==> src/rtl/bffl_pkg.sv <==
// Shared types and codes for the best-fit free-list allocator.
// No dependencies; used by the compare unit and the top level.
`default_nettype none

package bffl_pkg;

  localparam int LEN_W  = 32;
  localparam int KIND_W = 2;

  localparam logic [KIND_W-1:0] KIND_LOAD  = 2'd0;
  localparam logic [KIND_W-1:0] KIND_ALLOC = 2'd1;
  localparam logic [KIND_W-1:0] KIND_DUMP  = 2'd2;

  localparam logic ANS_ALLOC = 1'b0;
  localparam logic ANS_DUMP  = 1'b1;

  typedef struct packed {
    logic             fits;   // a >= b
    logic             less;   // a < c
    logic             zero;   // a == b
    logic [LEN_W-1:0] diff;   // a - b
  } cmp_res_t;

endpackage

`default_nettype wire

==> src/rtl/bffl_cmp_unit.sv <==
// Shared length compare/subtract unit of the allocator.
// Depends on bffl_pkg for the result struct.
`default_nettype none

module bffl_cmp_unit (
  input  wire logic [bffl_pkg::LEN_W-1:0] a,
  input  wire logic [bffl_pkg::LEN_W-1:0] b,
  input  wire logic [bffl_pkg::LEN_W-1:0] c,
  output bffl_pkg::cmp_res_t              res
);
  import bffl_pkg::*;

  logic [LEN_W:0] diff_ext;

  assign diff_ext  = {1'b0, a} - {1'b0, b};
  assign res.fits  = ~diff_ext[LEN_W];
  assign res.diff  = diff_ext[LEN_W-1:0];
  assign res.zero  = (diff_ext == '0);
  assign res.less  = (a < c);

endmodule

`default_nettype wire

==> config.mk <==
export PLATFORM = sky130hd
export DESIGN_NAME = bffl_cmp_unit
export DESIGN_NICKNAME = d
export VERILOG_FILES = /design/src/rtl/bffl_pkg.sv /design/src/rtl/bffl_cmp_unit.sv
export SDC_FILE = /design/constraint.sdc
export NUM_CORES = 1
export LEC_CHECK = 0
export ABC_CLOCK_PERIOD_IN_PS = 6300
export BUFFER_PORTS_ARGS = -buffer_cell sky130_fd_sc_hd__clkbuf_2
export CAP_MARGIN = 10
export CORE_MARGIN = 2
export CORE_UTILIZATION = 50
export DETAILED_ROUTE_END_ITERATION = 6
export PLACE_DENSITY = 0.95
export SLEW_MARGIN = 10
export SYNTH_ARGS = -nofsm -noshare
export SYNTH_HDL_FRONTEND = slang
export SYNTH_SLANG_ARGS = --single-unit
==> constraint.sdc <==
create_clock -name vclk -period 6.3
set_clock_uncertainty 0.1 [all_clocks]
set_input_delay 1.26 -clock vclk [all_inputs]
set_output_delay 1.26 -clock vclk [all_outputs]
set_load 0.02 [all_outputs]
; After elaboration in Yosys (flattened, before gate mapping)
; Cells that the tools add are included.
[word_totals]
reg_bits = 0
in_bits = 96
out_inout_bits = 35
elab_cells = 4
[classes]
addsub = 1
order_cmp = 1
bitwise = 1
n_reduce_logical = 1
[ops]
columns = cell, n
row1 = 33-bit zero test, 1
row2 = 32-bit by 32-bit subtractor with 33-bit output, 1
row3 = 32-bit < comparator, 1
row4 = 1-bit NOT, 1

; Longest topological paths before layout
[depth]
depth_word = 2
mapped_depth = 13
mapped_depth_nobuf = 13

; Worst setup path after synthesis
; Ideal clock, no wire load.
[synth_timing]
path_kind = input to output
start = input a[0] in the netlist's numbering
end = output res[32] in the netlist's numbering
arrival_ps = 4884
required_ps = 4940
slack_ps = 56
path_stages = 13
path_buffers = 0
path_cell_list = inv_1 ha_1 fa_1 nor2b_1 o2111ai_2 a211oi_1 o22ai_1 o211ai_1 a41oi_1 o31ai_1 or4bb_1 nor4b_1 nor4b_2
[synth_rtl]
columns = element, line_no
row1 = from (decl), bffl_cmp_unit.sv:6  ; input wire logic [bffl_pkg::LEN_W-1:0] a,
row2 = to (decl), bffl_cmp_unit.sv:9  ; output bffl_pkg::cmp_res_t res

==> impl_metrics.ini <==
[die]
die_h_um = 79.1
initial_utilization_pct = 51.5
die_area_mm2 = 0.00625
rows = 27
io_pins = 131
coreArea_mm2 = 0.00547
die_w_um = 79.1

[finish]
nFlopsAndLatches = 0
finish.instance_area_mm2 = 0.00374
final_nets = 709
multi_input_area_mm2 = 0.00262
antennaDiodeCount = 0
regArea_um2 = 0
nFillCells = 497
nClkBuffers = 0
syn2layout_area_growth_pct = 32.8
fin_cells = 619
final_util_pct = 68.4
drive_gt1_share_pct = 30.7

[timing]
slew_headroom_pct = 56.4
hold_viol = 0
hold_slack_ns = 2.82
fmax_mhz = 162
finalSetupViolations = 0
finalMaxSlewViolations = 0
tightestPinTransition_ns = 0.638
fin_crit_ns = 6.17
min_period_over_period_pct = 97.9
fin_ws_ns = 0.130

[setup_path]
crit_required_ns = 4.94
crit_path_start_kind = input port
max_stage_delay_ns = 0.60
crit_arrival_ns = 4.81
cpMaxStageDelayCell = or4b_4
crit_type = in -> out
end_kind = output port
worstPathCellList = clkbuf_2 -> inv_1 -> ha_1 -> nand2b_1 -> a21oi_1 -> or4b_4 -> nand2_2 -> xnor2_1 -> or4b_1 -> or4b_1 -> or4b_4 -> nor4b_4 -> nor4b_4 -> buf_4
cp_max_fo = 5

[route]
firstDrtPassIters = 4
routed_wl_um = 8410
wl_met1_um = 3600
dr_wl_met3_um = 529
vias = 3477
drc_errors = 0
wl_per_cell_um = 13.6
antenna_left = 0
drt_iter0_markers = 181
top_layer_used = met4
viasPerCell = 5.62
wl_met2_um = 4100

[placement]
placed_cells = 616
gp_congestion = 0.899
port_buffers = 131
pre_cts_slack_ns = -0.187
dpl_cell_area_mm2 = 0.00360
dp_hpwl_um = 7230

[pwr]
vdd.ir_drop.worst_mv = 0.0661
p_leak_nw = 2.13
swShare_pct = 59.5
p_int_uw = 179
p_seq_share_pct = 0
p_clk_share_pct = 0
p_comb_share_pct = 100.0
switching_power_uw = 263
power.density_mw_per_mm2 = 118

[min_path]
hold_end = res[0]
worstHoldStart = b[0]
whs_path_depth = 4
hold_path_class = in -> out

[clock_network]
ctsHoldBuffers = 0

[global_route]
grt_max_degree = 11
grt_use_total_pct = 26.1
grt-ovfl-total = 0
antenna_found_initial = 0
grt_pass1_vias = 3261
grt_pass1_wl_um = 13900

[synth]
syn_nets = 573
synth_top_area_cell = ha_1
synth.top_cells.by_area = ha_1 (28%), inv_1 (9.9%), xnor2_1 (6.2%)
syn_area_mm2 = 0.00282
yosysMostFrequentCell = inv_1
ys_seq_area_share_pct = 0
yosysWarnings = 0
ys_top_cells_by_count = inv_1 (74), ha_1 (63), a21oi_1 (34)
synth_top_area_share_pct = 28.0
ys_types = 52
syn_inst = 413
syn_avg_cell_area_um2 = 6.82

[status]
status = finished, final reports clean

[flow_run]
max_cap_violations = 0
## worst max path at each step
| stage | from | to | cells past startpoint |
|---|---|---|---|
| after floorplan | a[0] | res[32] | 13 |
| after global placement | a[0] | res[32] | 15 |
| after detailed placement | a[0] | res[32] | 16 |
| after CTS | a[0] | res[32] | 15 |
| after global routing | a[0] | res[32] | 15 |
| final | b[1] | res[32] | 14 |
## power by group through the flow
stage	registers (mW)	logic, mW	clock network, mW
after floorplan	0	0.275	0
after global placement	0	0.409	0
after detailed placement	0	0.417	0
after CTS	0	0.422	0
after global routing	0	0.483	0
final	0	0.442	0
## critical path, delay by kind of cell
family,cells,cell delay [ns]
buf+inv,3,0.33
xor+xnor,1,0.07
compound gates,1,0.12
fa+ha+maj,1,0.27
simple gates,8,2.74
## timing repair
item,4_1_cts,5_1_grt
setup buffers,1,2
pin swaps,4,6
gates resized for setup,8,16
setup endpoints to repair,1,1
## through the flow
stage,total power [mW],setup TNS [ns]
final,0.442,0
after global routing,0.483,-0.00736
after CTS,0.422,0
after detailed placement,0.417,-0.187
after global placement,0.409,-0.0572
after floorplan,0.275,0
## cell type report
| class | count | share of cell area [%] |
|---|---|---|
| repair buffers | 144 | 20.2 |
| multi-input cells | 329 | 70.0 |
| inverters | 74 | 7.42 |
| well taps | 72 | 2.41 |
## placed cells by master (no fill, tap or decap), types with 9 or more instances in the layout
cell,synthesis,final
xnor2_1,20,20
nor2_1,17,17
inv_1,74,73
nand3_1,10,10
o21ai_0,24,24
nor3_1,10,9
nand2_1,21,21
a21o_1,23,23
nand4_1,13,13
a21oi_1,34,33
buf_4,0,14
clkbuf_2,0,130
ha_1,63,60
## per-layer routing
| layer | vias to the layer above | GRT usage [%] |
|---|---|---|
| li1 | 1756 | - |
| met1 | 1568 | 33.5 |
| met2 | 133 | 48.0 |
| met3 | 20 | 2.16 |
| met4 | 0 | 4.48 |
| met5 | - | 0 |
## cell families after synthesis
family,after synthesis,share of synthesized area (%)
buf+inv,84,11.2
simple gates,112,22.0
compound gates,128,30.3
xor+xnor,25,7.77
fa+ha+maj,64,28.7
(Power assumes the default switching activity.)
