==> src/rtl/bffl_ram.sv <==
// Generic single-write, single-read RAM with registered read data.
// No dependencies.
`default_nettype none

module bffl_ram #(
  parameter int WIDTH = 65,
  parameter int DEPTH = 64
) (
  input  wire logic                     clk,
  input  wire logic                     we,
  input  wire logic [$clog2(DEPTH)-1:0] waddr,
  input  wire logic [WIDTH-1:0]         wdata,
  input  wire logic                     re,
  input  wire logic [$clog2(DEPTH)-1:0] raddr,
  output logic      [WIDTH-1:0]         rdata
);

  logic [WIDTH-1:0] mem [DEPTH];

  always_ff @(posedge clk) begin
    if (we) begin
      mem[waddr] <= wdata;
    end
    // hold read data while re is low
    if (re) begin
      rdata <= mem[raddr];
    end
  end

endmodule

`default_nettype wire

==> config.mk <==
export PLATFORM = sky130hd
export DESIGN_NAME = bffl_ram
export DESIGN_NICKNAME = d
export VERILOG_FILES = /design/src/rtl/bffl_ram.sv
export SDC_FILE = /design/constraint.sdc
export NUM_CORES = 2
export LEC_CHECK = 0
export BUFFER_PORTS_ARGS = -buffer_cell sky130_fd_sc_hd__buf_2
export CAP_MARGIN = 10
export CORE_MARGIN = 5
export CORE_UTILIZATION = 45
export CTS_CLUSTER_SIZE = 24
export DETAILED_ROUTE_END_ITERATION = 6
export HOLD_SLACK_MARGIN = 0.08
export MAX_ROUTING_LAYER = met4
export PLACE_DENSITY_LB_ADDON = 0.12
export SLEW_MARGIN = 20
export SYNTH_ARGS = -nofsm -noshare
export SYNTH_HDL_FRONTEND = slang
export SYNTH_MEMORY_MAX_BITS = 65536
export SYNTH_SLANG_ARGS = --single-unit
==> constraint.sdc <==
create_clock -name clk -period 9.3 [get_ports clk]
set_clock_uncertainty 0.15 [all_clocks]
set_input_delay 2.325 -clock clk [delete_from_list [all_inputs] [get_ports clk]]
set_output_delay 2.325 -clock clk [all_outputs]
set_load 0.01 [all_outputs]
After elaboration in Yosys (flattened, before gate mapping):

Memories as Yosys holds them, arrays and structs flattened. A register that Yosys moved wholly into a read port is not among the register bits.
Cells that the tools add are included.

* RAM bits: 4160
* input bits: 80
* memories: 1
* register bits after elaboration: 0
* latch bits: 0
* logic and storage cells: 3
* ROM bits: 0

Memories
* mem: words 64, bits a word 65, read ports 1, clocked after Yosys merged registers in 1, wr ports 1, RTL line 18 `logic [WIDTH-1:0] mem [DEPTH];`

* muxes and demuxes: 2
* multiply operators: 0
* divide/modulo/power cells: 0
* reductions and logical operators: 0
* bitwise operators: 0
* shift operators: 0
* add/sub/neg operators: 0
* magnitude comparators: 0
* equal/unequal tests: 0

Operators by type and width (count)
* 1-bit 2-to-1 mux: 2

Depth between registers and ports, before layout:

* word-level depth: 2
* gate-level depth with buffers: 9
* gate-level depth less buffers: 4

Worst setup path before layout:

Ideal clock, no wire load.

* path kind: input to register
* start point: in waddr[3]
* end point: mem mem[48][0], enable pin
* setup time: 568 ps
* stages: 4
* arrival: 7264 ps
* setup slack: 1319 ps
* required time: 8582 ps
* cells stage by stage: clkbuf_1 > nor2b_1 > nand4b_1 > nor3_1

RTL lines
* start, declared: RTL line 11 `input wire logic [$clog2(DEPTH)-1:0] waddr,`
* end, declared: RTL line 18

No word-level cell before the write port.

==> impl_metrics.env <==
export IMPL_yosysWarnings=0
export IMPL_cts_tree="done"
export IMPL_ant_nets=0
export IMPL_synth_main_ff_cell="edfxtp_1"
export IMPL_setup_viol=0
export IMPL_clock_fmax_ghz=0.190
export IMPL_area_growth_pct=13.8
export IMPL_cts_root_buf="clkbuf_16"
export IMPL_hold_class="flop to flop"
export IMPL_synth_edf_count=4225
export IMPL_start_util=0.451
export IMPL_multi_input_comb_area_sq_um=30800
export IMPL_worstHoldStart="mem[7][55]$_DFFE_PP_"
export IMPL_end_kind="flop"
export IMPL_die_width_um=604
export IMPL_synth_area_sq_um=159000
export IMPL_fin_area_sq_um=181000
export IMPL_async_flop_share=0
export IMPL_pwr_density_cell_nw_per_um2=224
export IMPL_yosysMostFrequentCell="edfxtp_1"
export IMPL_place_area_sq_um=166000
export IMPL_dp_hpwl_mm=251
export IMPL_fin_tns_setup_ps=0
export IMPL_grt_pass1_vias=77317
export IMPL_fin_ws_ps=4040
export IMPL_path_clk_slew_ps=60
export IMPL_rsz0062_at_grt="no"
export IMPL_post_place_ws_ps=3180
export IMPL_hold_viol_final=0
export IMPL_regToRegSetupSlack_ps=7090
export IMPL_cts_htree_levels=5
export IMPL_die_y_um=604
export IMPL_ctsLongestPathBuffers=4
export IMPL_routedWlPerCell_um=39.3
export IMPL_worstMarginPinSlew_ps=1210
export IMPL_worst_ep_arrival_time_ps=5840
export IMPL_gp_congestion=0.784
export IMPL_clock_latency_ps=1000
export IMPL_rows=218
export IMPL_leakage_nw=56.0
export IMPL_hold_buffers=0
export IMPL_r2r_end="rdata[11]$_DFFE_PP_"
export IMPL_ir_drop_v=0.000164
export IMPL_worstPathRequired_ps=9880
export IMPL_max_stage_delay_ps=770
export IMPL_yosys_area_top_type="edfxtp_1"
export IMPL_r2r_start="mem[30][11]$_DFFE_PP_"
export IMPL_syn_inst=6606
export IMPL_cts_setup_buffers=0
export IMPL_postSynthAreaPerCell_sq_um=24.1
export IMPL_maxSlewViolCount=0
export IMPL_num_vias=77579
export IMPL_synth_common_cells="edfxtp_1 (4225), mux4_2 (1040), a22oi_1 (260)"
export IMPL_worst_setup_path_start_kind="input pin"
export IMPL_yosysSeqAreaShare=0.798
export IMPL_cts_resized=0
export IMPL_cap_violations=0
export IMPL_routed_via_density=6.38
export IMPL_drtIter0Drc=10164
export IMPL_grt_overflow_total=0
export IMPL_drc_errors=0
export IMPL_ioPinCount=145
export IMPL_cts_inserted_buffers=445
export IMPL_synth_area_top_cells="edfxtp_1 (80%), mux4_2 (15%), a22oi_1 (1.2%)"
export IMPL_crit_type="input pin to flop"
export IMPL_yosys_area_top_type_share=0.798
export IMPL_regArea_sq_um=127000
export IMPL_nets=7123
export IMPL_cpMostUsedCell="buf_4"
export IMPL_holdPathStages=4
export IMPL_worstPathCellList="buf_8 > buf_4 > buf_4 > mux4_2 > mux2i_1 > a211oi_1 > o211a_1"
export IMPL_min_period_ps=5260
export IMPL_ys_types=26
export IMPL_grt_antenna_before_repair=41
export IMPL_fp_coreArea_sq_um=352000
export IMPL_worst_path_max_fanout=71
export IMPL_synth_fp_nets=6686
export IMPL_period_share=0.566
export IMPL_dieArea_sq_um=365000
export IMPL_reg2regPathDepth=4
export IMPL_cpMaxStageDelayCell="buf_4"
export IMPL_whs_endpoint="rdata[55]$_DFFE_PP_"
export IMPL_drive_above_1_share=0.286
export IMPL_yosys_register_bits=4225
export IMPL_drt_pre_antenna_iters=5
export IMPL_grt_start_max_net_pins=111
export IMPL_grt_pass1_wl_mm=656
export IMPL_run_status="complete, no violations"
export IMPL_grt_use_total=0.268
export IMPL_portBuffers=144
export IMPL_wirelength_mm=478
export IMPL_cts_sinks=4225
export IMPL_fillers=27582
export IMPL_slew_limit_headroom=0.190
==> metal layers <==
layer  GRT usage  part of all wire
met5           -                 0
met2       0.425              0.49
met4      0.0675             0.028
met1       0.372              0.41
met3      0.0351             0.073
==> report_power, final <==
part | internal (mW) | switching [mW]
registers | 21.1 | 0.0673
logic | 0.642 | 1.16
clock network | 10.1 | 7.40
==> state kept, by name, summed over array words and instances (netlist names) <==
name,flops
mem,4160
rdata,65
==> worst max path at each step <==
stage	cells past startpoint	from	to	slack [ps]
final	7	raddr[2]	rdata[53]$_DFFE_PP_	4040
after global routing	7	raddr[2]	rdata[53]$_DFFE_PP_	4080
after CTS	7	raddr[2]	rdata[53]$_DFFE_PP_	4210
after detailed placement	7	raddr[2]	rdata[36]$_DFFE_PP_	3180
after global placement	7	raddr[2]	rdata[36]$_DFFE_PP_	3170
after floorplan	4	waddr[3]	mem[48][0]$_DFFE_PP_	1320
==> cell families after synthesis <==
kind of cell           after synthesis  share of synthesized area
buffers and inverters              377                     0.0120
AND/OR/NAND/NOR                    295                    0.00907
flip-flops                        4225                      0.798
AO/OA/AOI/OAI                      566                     0.0271
multiplexers                      1143                      0.154
==> worst max-delay path, delay by kind of cell <==
kind / cells / cell delay, ps
AO/OA/AOI/OAI: 2 / 420
multiplexers: 2 / 650
buffers and inverters: 3 / 1960
==> metrics by stage <==
step / instances / utilization / power, mW / hold slack, ps
2_1_floorplan: 6606 / - / 22.6 / 706
3_3_place_gp: 11316 / 0.472 / 23.4 / 744
3_5_place_dp: 11319 / 0.472 / 23.4 / 741
4_1_cts: 12135 / 0.513 / 40.8 / 745
5_1_grt: 12146 / 0.513 / 41.7 / 785
6_report: 12154 / 0.513 / 40.5 / 739
==> area by class of cell <==
class / instances / area share
diodes: 12 / 0.000166
clock buffers: 535 / 0.0639
clock inverters: 281 / 0.0148
multi-input cells: 2004 / 0.170
flip-flops and latches: 4225 / 0.701
well taps: 4730 / 0.0327
repair buffers: 367 / 0.0171
==> layout by cell type (no fill, tap or decap), drive strengths merged, types with 12 or more instances in the layout <==
cell    instances
clkbuf        535
o22ai         130
bufinv         46
buf           367
a22oi         260
inv            12
nor2          112
mux4         1040
o221ai         46
a211oi         65
mux2i         103
clkinv        212
edfxtp       4225
nand3         115
nand3b         25
diode          12
o211a          65
Power figures use the tool's default switching activity.
